File: config.mk
export PLATFORM = sky130hd
export DESIGN_NAME = lowpass_biquad_df2
export DESIGN_NICKNAME = d
export VERILOG_FILES = /design/src/hdl/lpbq_pkg.sv /design/src/hdl/lowpass_biquad_df2.sv /design/src/hdl/lpbq_seq.sv /design/src/hdl/lpbq_div.sv /design/src/hdl/lpbq_mac.sv
export SDC_FILE = /design/constraint.sdc
export NUM_CORES = 2
export LEC_CHECK = 0
export BUFFER_PORTS_ARGS = -buffer_cell sky130_fd_sc_hd__clkbuf_2
export CORE_MARGIN = 2
export CORE_UTILIZATION = 40
export CTS_CLUSTER_DIAMETER = 40
export DETAILED_ROUTE_END_ITERATION = 8
export SETUP_SLACK_MARGIN = 0.1
export SYNTH_ARGS = -nofsm -noshare
export SYNTH_HDL_FRONTEND = slang
export SYNTH_SLANG_ARGS = --single-unit
File: constraint.sdc
create_clock -name clk -period 25.6 [get_ports clk]
set_input_delay 1.28 -clock clk [delete_from_list [all_inputs] [get_ports clk]]
set_output_delay 1.28 -clock clk [all_outputs]
set_load 0.03 [all_outputs]
File: src/hdl/lpbq_pkg.sv
// ----------------------------------------------------------------------------
// lpbq_pkg
// shared constants, control types and the microcode program of the biquad
// ----------------------------------------------------------------------------
package lpbq_pkg;

	// default widths, also the top-level parameter defaults
	localparam int SAMPLE_WIDTH_DEF = 16;
	localparam int COEF_WIDTH_DEF   = 24;

	// delay elements are signed Q24.16
	localparam int DLY_W    = 40;
	localparam int DLY_FRAC = 16;
	// delay words are split in two halves for the shared multiplier
	localparam int SPLIT    = 20;
	localparam int PIECE_W  = SPLIT + 1;

	// configuration register indexes
	localparam int REG_IDX_W = 3;
	localparam int NUM_COEF  = 5;
	localparam logic [REG_IDX_W-1:0] REG_B0 = 3'd0;
	localparam logic [REG_IDX_W-1:0] REG_B1 = 3'd1;
	localparam logic [REG_IDX_W-1:0] REG_B2 = 3'd2;
	localparam logic [REG_IDX_W-1:0] REG_A1 = 3'd3;
	localparam logic [REG_IDX_W-1:0] REG_A2 = 3'd4;

	// program counter
	localparam int PC_W = 4;
	localparam logic [PC_W-1:0] PC_WAIT  = 4'd0;
	localparam logic [PC_W-1:0] PC_APPLY = 4'd1;
	localparam logic [PC_W-1:0] PC_PRE   = 4'd15;

	typedef enum logic [2:0] {
		CS_B0 = 3'd0,
		CS_B1 = 3'd1,
		CS_B2 = 3'd2,
		CS_A1 = 3'd3,
		CS_A2 = 3'd4
	} coef_sel_t;

	typedef enum logic [1:0] {
		DS_D1 = 2'd0,
		DS_D2 = 2'd1,
		DS_W  = 2'd2
	} dly_sel_t;

	typedef enum logic [1:0] {
		ACC_HOLD   = 2'd0,
		ACC_INIT_W = 2'd1,
		ACC_INIT_Y = 2'd2,
		ACC_ADD    = 2'd3
	} acc_op_t;

	// how a step leaves: fall through, or wait on a condition and branch
	typedef enum logic [1:0] {
		J_NEXT   = 2'd0,
		J_INPUT  = 2'd1,
		J_DIV    = 2'd2,
		J_OUTPUT = 2'd3
	} jump_t;

	typedef struct packed {
		coef_sel_t       coef_sel;
		dly_sel_t        dly_sel;
		logic            mul_hi;
		acc_op_t         acc_op;
		logic            w_make;
		jump_t           jump;
		logic [PC_W-1:0] target;
	} ucode_t;

	// sequencer to datapath
	typedef struct packed {
		coef_sel_t coef_sel;
		dly_sel_t  dly_sel;
		logic      mul_hi;
		acc_op_t   acc_op;
		logic      w_make;
		logic      in_ready;
		logic      in_fire;
		logic      div_go;
		logic      pre_load;
		logic      emit;
	} ctl_t;

	// status into the sequencer
	typedef struct packed {
		logic in_valid;
		logic in_op;
		logic div_done;
		logic out_free;
	} stat_t;

	function automatic ucode_t uc_word(
		input coef_sel_t       c,
		input dly_sel_t        d,
		input logic            hi,
		input acc_op_t         a,
		input logic            wm,
		input jump_t           j,
		input logic [PC_W-1:0] t
	);
		ucode_t u;
		u.coef_sel = c;
		u.dly_sel  = d;
		u.mul_hi   = hi;
		u.acc_op   = a;
		u.w_make   = wm;
		u.jump     = j;
		u.target   = t;
		return u;
	endfunction

	// the program: each multiply lands in the accumulator on the step after it
	function automatic ucode_t ucode_rom(input logic [PC_W-1:0] pc);
		ucode_t u;
		case (pc)
			// wait for a beat, preload branches to the divider wait
			4'd0:  u = uc_word(CS_A1, DS_D1, 1'b0, ACC_HOLD,   1'b0, J_INPUT,  PC_PRE);
			// w = x - a1*d1 - a2*d2
			4'd1:  u = uc_word(CS_A1, DS_D1, 1'b0, ACC_INIT_W, 1'b0, J_NEXT,   PC_WAIT);
			4'd2:  u = uc_word(CS_A1, DS_D1, 1'b1, ACC_ADD,    1'b0, J_NEXT,   PC_WAIT);
			4'd3:  u = uc_word(CS_A2, DS_D2, 1'b0, ACC_ADD,    1'b0, J_NEXT,   PC_WAIT);
			4'd4:  u = uc_word(CS_A2, DS_D2, 1'b1, ACC_ADD,    1'b0, J_NEXT,   PC_WAIT);
			4'd5:  u = uc_word(CS_A2, DS_D2, 1'b1, ACC_ADD,    1'b0, J_NEXT,   PC_WAIT);
			4'd6:  u = uc_word(CS_B0, DS_W,  1'b0, ACC_HOLD,   1'b1, J_NEXT,   PC_WAIT);
			// y = b0*w + b1*d1 + b2*d2
			4'd7:  u = uc_word(CS_B0, DS_W,  1'b0, ACC_INIT_Y, 1'b0, J_NEXT,   PC_WAIT);
			4'd8:  u = uc_word(CS_B0, DS_W,  1'b1, ACC_ADD,    1'b0, J_NEXT,   PC_WAIT);
			4'd9:  u = uc_word(CS_B1, DS_D1, 1'b0, ACC_ADD,    1'b0, J_NEXT,   PC_WAIT);
			4'd10: u = uc_word(CS_B1, DS_D1, 1'b1, ACC_ADD,    1'b0, J_NEXT,   PC_WAIT);
			4'd11: u = uc_word(CS_B2, DS_D2, 1'b0, ACC_ADD,    1'b0, J_NEXT,   PC_WAIT);
			4'd12: u = uc_word(CS_B2, DS_D2, 1'b1, ACC_ADD,    1'b0, J_NEXT,   PC_WAIT);
			4'd13: u = uc_word(CS_B2, DS_D2, 1'b1, ACC_ADD,    1'b0, J_NEXT,   PC_WAIT);
			// hand the result over and shift the delays
			4'd14: u = uc_word(CS_B0, DS_D1, 1'b0, ACC_HOLD,   1'b0, J_OUTPUT, PC_WAIT);
			// wait for the preload quotient, then apply
			4'd15: u = uc_word(CS_B0, DS_D1, 1'b0, ACC_HOLD,   1'b0, J_DIV,    PC_APPLY);
			default: u = uc_word(CS_A1, DS_D1, 1'b0, ACC_HOLD, 1'b0, J_INPUT,  PC_PRE);
		endcase
		return u;
	endfunction

endpackage

File: src/hdl/lowpass_biquad_df2.sv
// ----------------------------------------------------------------------------
// lowpass_biquad_df2
// second-order iir biquad, direct form ii, microcoded over one multiplier
// ----------------------------------------------------------------------------
// usage
//   input channel: in_valid / in_stall with op and sample; op 0 filters the
//   sample, op 1 first loads both delays with x / (b0 + b1 + b2) and filters
//   output channel: out_valid / out_stall with filtered, guard_hit and
//   out_saturated; exactly one result beat per input beat, in order
//   config: cfg_we, cfg_index, cfg_data write b0, b1, b2, a1, a2 (in that
//   index order) while the block is idle; other indexes are ignored
//   timing: one beat is worked at a time, a 16-step program on a single
//   shared 24 x 21 multiplier; the next beat is taken only at the wait
//   step, after the output step has registered the previous result
//   a preload beat adds the one-bit-per-cycle divider run
//   reset: coefficients return to b0 = 1.0 and the rest zero, delays clear,
//   no result is pending and the sequencer waits for a beat
//   stall: a finished result sits in the output register; while it is held
//   the next beat is still worked and its program parks on its last step,
//   and in_stall stays high until the result is taken and the sequencer is
//   back at its wait step
// ----------------------------------------------------------------------------
module lowpass_biquad_df2 import lpbq_pkg::*; #(
	parameter int SAMPLE_WIDTH = SAMPLE_WIDTH_DEF,
	parameter int COEF_WIDTH   = COEF_WIDTH_DEF
) (
	input  logic                           clk,
	input  logic                           arst_n,
	// configuration writes
	input  logic                           cfg_we,
	input  logic        [REG_IDX_W-1:0]    cfg_index,
	input  logic        [COEF_WIDTH-1:0]   cfg_data,
	// input beats
	input  logic                           in_valid,
	output logic                           in_stall,
	input  logic                           op,
	input  logic signed [SAMPLE_WIDTH-1:0] sample,
	// result beats
	output logic                           out_valid,
	input  logic                           out_stall,
	output logic signed [SAMPLE_WIDTH-1:0] filtered,
	output logic                           guard_hit,
	output logic                           out_saturated
);

	localparam int COEF_FRAC = COEF_WIDTH - 4;

	// coefficient registers, signed q4.frac
	logic signed [COEF_WIDTH-1:0]   coef_q [NUM_COEF];

	ctl_t                           ctl;
	stat_t                          st;

	logic                           div_done;
	logic                           pre_bad;
	logic        [DLY_W-1:0]        pre_val;

	logic signed [SAMPLE_WIDTH-1:0] y;
	logic                           y_sat;
	logic                           guard;

	// output register, parts the program from the receiver
	logic                           out_valid_q;
	logic signed [SAMPLE_WIDTH-1:0] filtered_q;
	logic                           guard_hit_q;
	logic                           out_sat_q;

	always_ff @(posedge clk or negedge arst_n) begin
		if (!arst_n) begin
			for (int i = 0; i < NUM_COEF; i++) begin
				coef_q[i] <= '0;
			end
			coef_q[REG_B0] <= COEF_WIDTH'(1) << COEF_FRAC;
		end else if (cfg_we) begin
			case (cfg_index)
				REG_B0:  coef_q[REG_B0] <= cfg_data;
				REG_B1:  coef_q[REG_B1] <= cfg_data;
				REG_B2:  coef_q[REG_B2] <= cfg_data;
				REG_A1:  coef_q[REG_A1] <= cfg_data;
				REG_A2:  coef_q[REG_A2] <= cfg_data;
				default: ;
			endcase
		end
	end

	// status the program branches on
	assign st.in_valid = in_valid;
	assign st.in_op    = op;
	assign st.div_done = div_done;
	assign st.out_free = !out_valid_q || !out_stall;

	lpbq_seq u_seq (
		.clk    (clk),
		.arst_n (arst_n),
		.st     (st),
		.ctl    (ctl)
	);

	// preload divider starts on the accept edge of an op 1 beat
	lpbq_div #(
		.SAMPLE_WIDTH (SAMPLE_WIDTH),
		.COEF_WIDTH   (COEF_WIDTH)
	) u_div (
		.clk     (clk),
		.arst_n  (arst_n),
		.start   (ctl.div_go),
		.sample  (sample),
		.b0      (coef_q[REG_B0]),
		.b1      (coef_q[REG_B1]),
		.b2      (coef_q[REG_B2]),
		.done    (div_done),
		.pre_bad (pre_bad),
		.pre_val (pre_val)
	);

	lpbq_mac #(
		.SAMPLE_WIDTH (SAMPLE_WIDTH),
		.COEF_WIDTH   (COEF_WIDTH)
	) u_mac (
		.clk     (clk),
		.arst_n  (arst_n),
		.ctl     (ctl),
		.sample  (sample),
		.coef    (coef_q),
		.pre_bad (pre_bad),
		.pre_val (pre_val),
		.y       (y),
		.y_sat   (y_sat),
		.guard   (guard)
	);

	always_ff @(posedge clk or negedge arst_n) begin
		if (!arst_n) begin
			out_valid_q <= 1'b0;
		end else if (ctl.emit) begin
			out_valid_q <= 1'b1;
		end else if (!out_stall) begin
			out_valid_q <= 1'b0;
		end
	end

	always_ff @(posedge clk) begin
		if (ctl.emit) begin
			filtered_q  <= y;
			guard_hit_q <= guard;
			out_sat_q   <= y_sat;
		end
	end

	assign in_stall      = !ctl.in_ready;
	assign out_valid     = out_valid_q;
	assign filtered      = filtered_q;
	assign guard_hit     = guard_hit_q;
	assign out_saturated = out_sat_q;

	// a pending result is never overwritten
	a_no_overwrite: assert property (@(posedge clk) disable iff (!arst_n)
		ctl.emit |-> (!out_valid_q || !out_stall))
		else $error("result beat overwritten while stalled");

	// one beat in flight: the cycle after an accept takes nothing
	a_one_in_flight: assert property (@(posedge clk) disable iff (!arst_n)
		(in_valid && !in_stall) |=> in_stall)
		else $error("second beat taken while the first is in work");

	// every emitted result shows on the port in the next cycle
	a_emit_visible: assert property (@(posedge clk) disable iff (!arst_n)
		ctl.emit |=> out_valid)
		else $error("emitted result missing on the output");

endmodule

File: src/hdl/lpbq_seq.sv
// ----------------------------------------------------------------------------
// lpbq_seq
// step counter and microcode table, drives the datapath one word a cycle
// ----------------------------------------------------------------------------
module lpbq_seq import lpbq_pkg::*; (
	input  logic  clk,
	input  logic  arst_n,
	input  stat_t st,
	output ctl_t  ctl
);

	logic [PC_W-1:0] pc_q;
	logic [PC_W-1:0] pc_d;
	ucode_t          uc;

	assign uc = ucode_rom(pc_q);

	always_comb begin
		pc_d         = pc_q;
		ctl.coef_sel = uc.coef_sel;
		ctl.dly_sel  = uc.dly_sel;
		ctl.mul_hi   = uc.mul_hi;
		ctl.acc_op   = uc.acc_op;
		ctl.w_make   = uc.w_make;
		ctl.in_ready = 1'b0;
		ctl.in_fire  = 1'b0;
		ctl.div_go   = 1'b0;
		ctl.pre_load = 1'b0;
		ctl.emit     = 1'b0;
		case (uc.jump)
			J_NEXT: begin
				pc_d = pc_q + PC_W'(1);
			end
			J_INPUT: begin
				ctl.in_ready = 1'b1;
				if (st.in_valid) begin
					ctl.in_fire = 1'b1;
					ctl.div_go  = st.in_op;
					pc_d        = st.in_op ? uc.target : pc_q + PC_W'(1);
				end
			end
			J_DIV: begin
				if (st.div_done) begin
					ctl.pre_load = 1'b1;
					pc_d         = uc.target;
				end
			end
			J_OUTPUT: begin
				if (st.out_free) begin
					ctl.emit = 1'b1;
					pc_d     = uc.target;
				end
			end
			default: begin
				pc_d = PC_WAIT;
			end
		endcase
	end

	always_ff @(posedge clk or negedge arst_n) begin
		if (!arst_n) begin
			pc_q <= PC_WAIT;
		end else begin
			pc_q <= pc_d;
		end
	end

	// a plain apply beat starts the program at its first multiply
	a_apply_entry: assert property (@(posedge clk) disable iff (!arst_n)
		(ctl.in_fire && !st.in_op) |=> (pc_q == PC_APPLY))
		else $error("apply beat did not enter the filter program");

	// a preload beat always parks on the divider wait
	a_pre_entry: assert property (@(posedge clk) disable iff (!arst_n)
		ctl.div_go |=> (pc_q == PC_PRE))
		else $error("preload beat did not wait for the divider");

endmodule

File: src/hdl/lpbq_div.sv
// ----------------------------------------------------------------------------
// lpbq_div
// restoring divider for the preload level x / (b0 + b1 + b2), one bit a cycle
// ----------------------------------------------------------------------------
module lpbq_div import lpbq_pkg::*; #(
	parameter int SAMPLE_WIDTH = SAMPLE_WIDTH_DEF,
	parameter int COEF_WIDTH   = COEF_WIDTH_DEF
) (
	input  logic                           clk,
	input  logic                           arst_n,
	input  logic                           start,
	input  logic signed [SAMPLE_WIDTH-1:0] sample,
	input  logic signed [COEF_WIDTH-1:0]   b0,
	input  logic signed [COEF_WIDTH-1:0]   b1,
	input  logic signed [COEF_WIDTH-1:0]   b2,
	output logic                           done,
	output logic                           pre_bad,
	output logic        [DLY_W-1:0]        pre_val
);

	localparam int FRAC   = COEF_WIDTH - 4 + DLY_FRAC;
	localparam int DIVD_W = SAMPLE_WIDTH + FRAC;
	localparam int SUM_W  = COEF_WIDTH + 2;
	localparam int CNT_W  = $clog2(DIVD_W + 1);
	localparam int QX_W   = (DIVD_W > DLY_W + 1) ? DIVD_W : DLY_W + 1;

	logic signed [SUM_W-1:0]        sum;
	logic        [SUM_W-1:0]        sum_mag;
	logic        [SAMPLE_WIDTH-1:0] x_mag;
	logic        [SUM_W-1:0]        trial;
	logic                           take;
	logic        [QX_W-1:0]         qx;
	logic                           ovf;

	logic                           busy_q;
	logic                           done_q;
	logic        [CNT_W-1:0]        cnt_q;
	logic        [SUM_W-1:0]        rem_q;
	logic        [DIVD_W-1:0]       quo_q;
	logic        [SUM_W-1:0]        dvs_q;
	logic                           neg_q;
	logic                           zero_q;

	assign sum     = SUM_W'(b0) + SUM_W'(b1) + SUM_W'(b2);
	assign sum_mag = sum[SUM_W-1] ? SUM_W'(-sum) : SUM_W'(sum);
	assign x_mag   = sample[SAMPLE_WIDTH-1] ? SAMPLE_WIDTH'(-sample) : SAMPLE_WIDTH'(sample);

	assign trial = {rem_q[SUM_W-2:0], quo_q[DIVD_W-1]};
	assign take  = (trial >= dvs_q);

	// negative side may reach exactly -2^39
	assign qx  = QX_W'(quo_q);
	assign ovf = (|qx[QX_W-1:DLY_W]) ||
		(qx[DLY_W-1] && (!neg_q || (|qx[DLY_W-2:0])));

	assign pre_val = neg_q ? DLY_W'(-qx[DLY_W-1:0]) : qx[DLY_W-1:0];
	assign pre_bad = zero_q || ovf;
	assign done    = done_q;

	always_ff @(posedge clk or negedge arst_n) begin
		if (!arst_n) begin
			busy_q <= 1'b0;
			done_q <= 1'b0;
			cnt_q  <= '0;
		end else begin
			done_q <= 1'b0;
			if (start) begin
				busy_q <= 1'b1;
				cnt_q  <= CNT_W'(DIVD_W);
			end else if (busy_q) begin
				cnt_q <= cnt_q - CNT_W'(1);
				if (cnt_q == CNT_W'(1)) begin
					busy_q <= 1'b0;
					done_q <= 1'b1;
				end
			end
		end
	end

	always_ff @(posedge clk) begin
		if (start) begin
			rem_q  <= '0;
			quo_q  <= {x_mag, {FRAC{1'b0}}};
			dvs_q  <= sum_mag;
			neg_q  <= sample[SAMPLE_WIDTH-1] ^ sum[SUM_W-1];
			zero_q <= (sum == '0);
		end else if (busy_q) begin
			rem_q <= take ? (trial - dvs_q) : trial;
			quo_q <= {quo_q[DIVD_W-2:0], take};
		end
	end

	a_start_busy: assert property (@(posedge clk) disable iff (!arst_n)
		start |=> (busy_q && !done_q))
		else $error("divider did not start");

	a_done_after_busy: assert property (@(posedge clk) disable iff (!arst_n)
		done_q |-> ($past(busy_q) && !busy_q))
		else $error("divider done without a finished run");

endmodule

File: src/hdl/lpbq_mac.sv
// ----------------------------------------------------------------------------
// lpbq_mac
// datapath: shared multiplier, accumulator, delay line, guard and clip
// ----------------------------------------------------------------------------
module lpbq_mac import lpbq_pkg::*; #(
	parameter int SAMPLE_WIDTH = SAMPLE_WIDTH_DEF,
	parameter int COEF_WIDTH   = COEF_WIDTH_DEF
) (
	input  logic                           clk,
	input  logic                           arst_n,
	input  ctl_t                           ctl,
	input  logic signed [SAMPLE_WIDTH-1:0] sample,
	input  logic signed [COEF_WIDTH-1:0]   coef [NUM_COEF],
	input  logic                           pre_bad,
	input  logic        [DLY_W-1:0]        pre_val,
	output logic signed [SAMPLE_WIDTH-1:0] y,
	output logic                           y_sat,
	output logic                           guard
);

	localparam int COEF_FRAC = COEF_WIDTH - 4;
	localparam int PROD_W    = COEF_WIDTH + PIECE_W;
	localparam int ACC_W     = COEF_WIDTH + DLY_W + 3;
	localparam int WSW       = ACC_W - COEF_FRAC;
	localparam int DFW       = WSW + 1;
	localparam int YSHIFT    = COEF_FRAC + DLY_FRAC;
	localparam int YW        = ACC_W - YSHIFT;
	localparam logic signed [ACC_W-1:0] W_RND = ACC_W'(1) <<< (COEF_FRAC - 1);
	localparam logic signed [ACC_W-1:0] Y_RND = ACC_W'(1) <<< (YSHIFT - 1);

	logic signed [SAMPLE_WIDTH-1:0] x_q;
	logic signed [DLY_W-1:0]        d1_q;
	logic signed [DLY_W-1:0]        d2_q;
	logic signed [DLY_W-1:0]        w_q;
	logic                           guard_q;
	logic signed [PROD_W-1:0]       prod_q;
	logic                           hi_q;
	logic signed [ACC_W-1:0]        acc_q;

	logic signed [COEF_WIDTH-1:0]   coef_m;
	logic signed [DLY_W-1:0]        dly_m;
	logic signed [PIECE_W-1:0]      piece;
	logic signed [PROD_W-1:0]       prod_d;
	logic signed [ACC_W-1:0]        addend;
	logic signed [ACC_W-1:0]        acc_d;
	logic signed [DLY_W-1:0]        xq;
	logic signed [WSW-1:0]          wsh;
	logic signed [DFW-1:0]          diff;
	logic                           w_fits;
	logic signed [YW-1:0]           ysh;
	logic                           y_fits;

	always_comb begin
		case (ctl.coef_sel)
			CS_B0:   coef_m = coef[REG_B0];
			CS_B1:   coef_m = coef[REG_B1];
			CS_B2:   coef_m = coef[REG_B2];
			CS_A1:   coef_m = coef[REG_A1];
			CS_A2:   coef_m = coef[REG_A2];
			default: coef_m = coef[REG_B0];
		endcase
		case (ctl.dly_sel)
			DS_D1:   dly_m = d1_q;
			DS_D2:   dly_m = d2_q;
			DS_W:    dly_m = w_q;
			default: dly_m = d1_q;
		endcase
	end

	// upper half signed, lower half as a positive 21-bit value
	assign piece  = ctl.mul_hi ? {dly_m[DLY_W-1], dly_m[DLY_W-1:SPLIT]} :
		{1'b0, dly_m[SPLIT-1:0]};
	assign prod_d = PROD_W'(coef_m) * PROD_W'(piece);

	assign addend = hi_q ? (ACC_W'(prod_q) <<< SPLIT) : ACC_W'(prod_q);

	always_comb begin
		case (ctl.acc_op)
			ACC_HOLD:   acc_d = acc_q;
			ACC_INIT_W: acc_d = W_RND;
			ACC_INIT_Y: acc_d = Y_RND;
			ACC_ADD:    acc_d = acc_q + addend;
			default:    acc_d = acc_q;
		endcase
	end

	// w guard against the 40-bit delay range
	assign xq     = DLY_W'(x_q) <<< DLY_FRAC;
	assign wsh    = WSW'(acc_q >>> COEF_FRAC);
	assign diff   = DFW'(xq) - DFW'(wsh);
	assign w_fits = (&diff[DFW-1:DLY_W-1]) || !(|diff[DFW-1:DLY_W-1]);

	// output clip
	assign ysh    = YW'(acc_q >>> YSHIFT);
	assign y_fits = (&ysh[YW-1:SAMPLE_WIDTH-1]) || !(|ysh[YW-1:SAMPLE_WIDTH-1]);
	assign y      = y_fits ? ysh[SAMPLE_WIDTH-1:0] :
		(ysh[YW-1] ? {1'b1, {(SAMPLE_WIDTH-1){1'b0}}} : {1'b0, {(SAMPLE_WIDTH-1){1'b1}}});
	assign y_sat  = !y_fits;
	assign guard  = guard_q;

	always_ff @(posedge clk or negedge arst_n) begin
		if (!arst_n) begin
			d1_q <= '0;
			d2_q <= '0;
		end else if (ctl.pre_load) begin
			d1_q <= pre_bad ? xq : DLY_W'(signed'(pre_val));
			d2_q <= pre_bad ? xq : DLY_W'(signed'(pre_val));
		end else if (ctl.emit) begin
			d1_q <= w_q;
			d2_q <= d1_q;
		end
	end

	always_ff @(posedge clk) begin
		if (ctl.in_fire) begin
			x_q <= sample;
		end
		if (ctl.w_make) begin
			w_q     <= w_fits ? diff[DLY_W-1:0] : xq;
			guard_q <= !w_fits;
		end
		prod_q <= prod_d;
		hi_q   <= ctl.mul_hi;
		acc_q  <= acc_d;
	end

endmodule

Yosys cells after proc, flatten, opt, wreduce, memory -nomap -nowiden
Memories as Yosys holds them, arrays and structs flattened.
Index checks and enable logic that the tools add are counted.
Widths: inputs -> output; s select.

word-level totals
  output and inout bits = 20
  memories kept = 1
  memory bits (read-only) = 240
  word-level logic and storage cells = 137
  flip-flop bits (word level) = 506
  bits of input ports = 49

operators by class
  eq/ne operators = 21
  bitwise operators = 1
  multiplexer cells = 40
  add/sub/neg operators = 10
  multiply operators = 1
  reductions and logical operators = 33
  magnitude comparators = 1

memories
  memory           words  bits a word  rd ports  clocked after memory_dff  wr ports  RTL line         source
  (no name shown)  16     15           1         0                         0         lpbq_pkg.sv:117  case (pc)

operator list
  cell               count
  $mux 40            7
  $pmux 67 s3        1
  $mux 52            2
  $pmux 24 s4        1
  $pmux 40 s2        1
  $add 67x65->67     1
  $mux 64            1
  $mux 25            2
  $mux 16            3
  $sub 32x47->48     1
  $mul 24x21->45     1
  $neg 40->40        1
  $reduce_or 39->1   1
  $add 25x24->26     1
  $ge 26x26->1       1
  $logic_not 26->1   1
  $neg 26->26        1
  $add 24x24->25     1
  $sub 25x25->25     1
  $mux 21            1
  $mux 4             4
  $neg 16->16        1
  $pmux 4 s4         1
  $reduce_and 16->1  1
  27 further kinds   70

Longest topological paths before layout
  depth in word-level cells = 7
  mapped depth = 39
  mapped depth without buffers = 36

Modules after synthesis
Synthesis repeated with hierarchy kept, for this count alone.

second synthesis, totals
  cell total of the unflattened synthesis = 5,462
  area total of the unflattened synthesis = 51,132.8 um^2

by module, submodules not included
  module              cells an instance  sequential area each (um^2)  area an instance (um^2)  instances
  lpbq_mac            4,043              6,646.4                      35,960.7                 1
  lpbq_div            1,069              2,742.6                      9,317.7                  1
  lowpass_biquad_df2  280                3,569.7                      5,288.8                  1
  lpbq_seq            70                 100.1                        565.5                    1

Worst setup path after synthesis
Ideal clock, no wire load.

  kind = reg2reg
  start point = register u_seq.pc_q[0]
  end point = register u_mac.prod_q[44]
  stages on the path, launching flop included = 38
  required time = 25,528 ps
  clock period less this slack = 9,660 ps
  library setup time = 72 ps
  slack = 15,940 ps
  path buffers = 4
  data arrival time = 9,588 ps
  path through = dfrtp_1 -> inv_1 -> ha_1 -> nor2_1 -> a21o_1 -> o21a_1 -> inv_2 -> buf_1 -> clkbuf_1 -> buf_2 -> mux2i_1 -> nand2_1 -> nand2_1 -> clkbuf_1 -> nor2_1 -> fa_1 -> fa_1 -> inv_1 -> (+2 left out) -> fa_1 -> fa_1 -> fa_1 -> inv_1 -> fa_1 -> inv_1 -> ha_1 -> a21oi_1 -> o21ai_0 -> a2111oi_0 -> a21oi_1 -> o21ai_0 -> nand2_1 -> a221oi_1 -> o31ai_1 -> a221o_1 -> a21oi_1 -> xnor2_1

RTL lines
  what                    RTL line         source
  start, declared         lpbq_seq.sv:12   logic [PC_W-1:0] pc_q;
  start signal, assigned  lpbq_seq.sv:64   pc_q <= pc_d;
  end signal, assigned    lpbq_mac.sv:122  prod_q <= prod_d;
  end, declared           lpbq_mac.sv:36   logic signed [PROD_W-1:0] prod_q;

Worst setup path after layout
  start point = register u_seq.pc_q[1]
  end point = register u_mac.prod_q[44]

on the way
  word-level cells in the longest chain between the ends = 5
  elaborated cells on any way between the ends = 11
  classes of those cells = mul: 1; eq/ne: 6; mux: 3; memory: 1

RTL lines
  what                                      RTL line        source
  $mem_v2 16x15 *                           --
  $eq 2x2->1 or $eq 2x1->1 (tied branches)  lpbq_mac.sv:62  case (ctl.dly_sel)
  $pmux 40 s2                               lpbq_mac.sv:62
  $mux 21                                   lpbq_mac.sv:71  assign piece = ctl.mul_hi ? {dly_m[DLY_W-1], dly_m[DLY_W-1:SPLIT]} :
  $mul 24x21->45 *                          lpbq_mac.sv:73  assign prod_d = PROD_W'(coef_m) * PROD_W'(piece);
  net u_mac.prod_d[44]                      lpbq_mac.sv:43  logic signed [PROD_W-1:0] prod_d;

The timed path passes the listed nets; every way through them passes the cells marked *.
A chain may end at the register's enable or synchronous reset.

==> run summary <==
The run finished with clean final reports. The core region area is 0.124 mm², and the biggest fanout along the worst timing path is 44. The iteration count of the initial detailed-routing pass came out at 6. Setup repair after global routing left no endpoint under its margin. The post-route netlist has 10.4% of its cells at a drive strength greater than 1.

The filler cells instantiated in the layout total 12000. The most used flip-flop cell after synthesis is dfrtp_1. Share of flip-flops with an asynchronous set or reset: 42.1%. 69 I/O pins were placed. In the global route stage, overall resource usage came out at 23.1%. For the initial core utilization, the log shows 40.3%. The worst path needs 11.84 ns of the cycle, external delays included. The critical path is of the register to register type. The initialized floorplan defines 129 standard-cell rows.

Relative area change from synthesis to final layout: 11.2%. In the post-route analysis, the smallest setup slack over all paths is 13.76 ns. The clock drives 506 sinks. The logs give 0.127 mm² for the die area and 3 for the depth of the CTS H-tree.

The tools report the netlist area before placement as 0.0498 mm². In this run, synthesis inferred 186 flip-flops with an integrated enable. Summed over all layers, the routed wires come to 146 mm.

For the final-report max-slew violation count, the log shows 0. In the post-synthesis netlist, the biggest area contributors are fa_1 (22%), edfxtp_1 (11%), dfrtp_1 (11%). Across the whole layout, storage elements account for 0.0131 mm². The total DRC errors in the routed layout is 0. The cell with the biggest individual delay on the critical path is nand2_1.

Synthesized netlist net count: 6247. Final standard cell count with taps included and fillers excluded: 7093. Entering global routing, the biggest net connects 87 pins. The number of buffers and inverters on the critical path is 4.

TritonCTS built the clock tree. Max-cap violations in this run came to 0. Summing all multi-input logic gate instances after layout gives 0.0332 mm². Final hold analysis gives a worst-case slack of 0.448 ns. Using the TritonRoute via totals, the vias-per-cell ratio works out to 5.46. The number of hold-slack violations in the final timing report was 0. The run gives 3 as the maximum buffer depth of the clock tree.

After technology mapping, the gate count stands at 5378. For this run, the number of Yosys warnings is 0. Between clock sinks in the finished design, the worst skew comes to 0.0366 ns.

The tools report the number of antenna violations at the first check in global routing as 2. The setup-violating endpoint count in the final report was 0. The synthesized design contains 506 register bits.

In this run the tool buffered the top-level ports with 68 buffer cells. Class of the worst hold path: register to register. After routing, the total negative slack on setup checks comes to 0 ns. The mean area per synthesized cell came out at 9.27 µm². The delay contributed by the slowest stage of the critical path came out at 0.96 ns. Final weighted congestion of routability-driven global placement: 0.915.

The endpoint kind of the worst setup timing path was a register. For this run the aggregate overflow at the end of global routing stands at 0. Detailed placement finished with a half-perimeter wire length of 111 mm. Clock latency on the worst-skew pair: 0.69 ns. The first global-routing pass estimated 228 mm of wire.

After synthesis, the netlist uses 93 different library cells. The data required time at the worst endpoint was 26.19 ns; the arrival time reported for the critical path endpoint was 12.43 ns. The worst max-slew margin expressed relative to the limit came out at 19.2%.

The cell count after placement was 6922. Category of cells accounting for the largest share of critical-path delay: adder cells. The slew of the pin with the lowest slew margin works out to 1.21 ns.

Fraction of the cycle the final worst path needs: 46.2%. The worst setup path is launched from a register. In this run the clock root is driven by a clkbuf_16.

In this run the register-to-register setup slack is 13.76 ns. The post-layout net count was 6247. The die is 357 µm wide. The first routing iteration left 3025 violations.

The tools report the via count as 38700. The via count of the first global-routing pass was 38900; the hold buffer count at cts was 0. Gates resized during post-CTS repair numbered 0. Clock-pin slew was measured on the worst setup and hold paths at 0.05 ns. In the final routed layout, each cell accounts on average for 20.6 µm. The number of clock buffers added by TritonCTS is 91.

For the post-CTS setup-driven buffer insertion count, the log shows 0. Counting stages on the worst path, the most repeated cell is fa_1. The detail route stage leaves a number of antenna-violating nets equal to 0. Summing the sequential cell areas from Yosys gives 26.2% of the chip area.

After synthesis, the largest area contributor takes up 21.8% of total cell area. The placement-stage worst setup slack is 13.89 ns, and the die span in y is 357 µm. The maximum clock rate was 84.5 MHz.

The largest total area in the synthesized netlist belongs to fa_1.
==> Yosys cell counts, drive strengths merged (12+ instances only) <==
cell and count:
o31ai 31, or3 16, edfxtp 186, inv 778
a21oi 271, nand2 605, a22oi 25, a221oi 36
clkbuf 211, nor2b 65, xnor2 139, nand4 28
o211ai 12, o22a 12, and3 35, a221o 28
a211oi 49, nor2 470, buf 19, dfrtp 212
xor2 123, o21bai 37, dfxtp 107, a21o 93
nor3 63, o21ai 165, fa 543, and2 52
nor4 23, o21a 39, nand2b 38, nand3 87
ha 277, or2 13, a31oi 59, mux2i 90
mux2 202
==> registers in the layout, summed over array words and instances, names as in the netlist, 16 cells and up <==
name	cells
u_mac.prod_q	45
u_div.quo_q	52
u_mac.d2_q	40
u_mac.w_q	40
u_div.dvs_q	26
u_mac.d1_q	40
u_div.rem_q	25
coef_q	120
u_mac.x_q	16
filtered	16
u_mac.acc_q	67
==> cell type report <==
class	count	share of cell area (%)
diodes	1	0.00452
flip-flops and latches	506	23.6
multi-input cells	3863	59.9
clock buffers	102	4.37
repair buffers	137	1.57
inverters	779	5.28
well taps	1637	3.70
clock inverters	68	1.54
==> per-stage QoR <==
step | utilization, % | area, µm²
finish | 44.8 | 55400
global placement | 42.1 | 52100
floorplan | - | 49800
global route | 44.8 | 55400
detailed placement | 42.1 | 52100
CTS | 44.8 | 55400
==> layer usage <==
layer  vias to the layer above  GRT usage (%)  share of wire, %
met4                         2           8.58               3.6
met1                     19400           31.2                44
met3                       281           3.27               5.6
li1                      17900              -                 -
met5                         -              0            0.0075
met2                      1091           37.9                47
==> placed cells by master (no fill, tap or decap), types with 69 or more instances in the layout <==
cell type and count:
a21o_1 93, a21oi_1 259, buf_4 69, clkbuf_16 94, dfrtp_1 211, dfxtp_1 106
edfxtp_1 186, fa_1 543, ha_1 277, inv_1 776, mux2_2 187, mux2i_1 90
nand2_1 605, nand3_1 85, nor2_1 466, o21ai_0 162, xnor2_1 139, xor2_1 123
==> worst paths after layout <==
check,from,to,cells after the start
max reg2reg,u_seq.pc_q[1]$_DFFE_PN0P_,u_mac.prod_q[44]$_DFF_P_,30
min reg2reg,u_mac.guard$_DFFE_PP_,guard_hit$_DFFE_PP_,0
min in group asynchronous,arst_n,u_div.cnt_q[5]$_DFFE_PN0P_,1
max in group asynchronous,arst_n,coef_q[16]$_DFFE_PN0P_,2
min,u_mac.guard$_DFFE_PP_,guard_hit$_DFFE_PP_,0
max,u_seq.pc_q[1]$_DFFE_PN0P_,u_mac.prod_q[44]$_DFF_P_,30
==> kinds of logic after synthesis <==
family / synth area share [%]
AO/OA/AOI/OAI: 12.3
XOR/XNOR: 4.61
adder cells (fa/ha/maj): 28.8
buffers and inverters: 7.65
flip-flops: 26.2
multiplexers: 6.46
AND/OR/NAND/NOR: 14.0
Power is not shown: default switching activity piles up to over one toggle a cycle in this logic, so the estimate is an artifact.
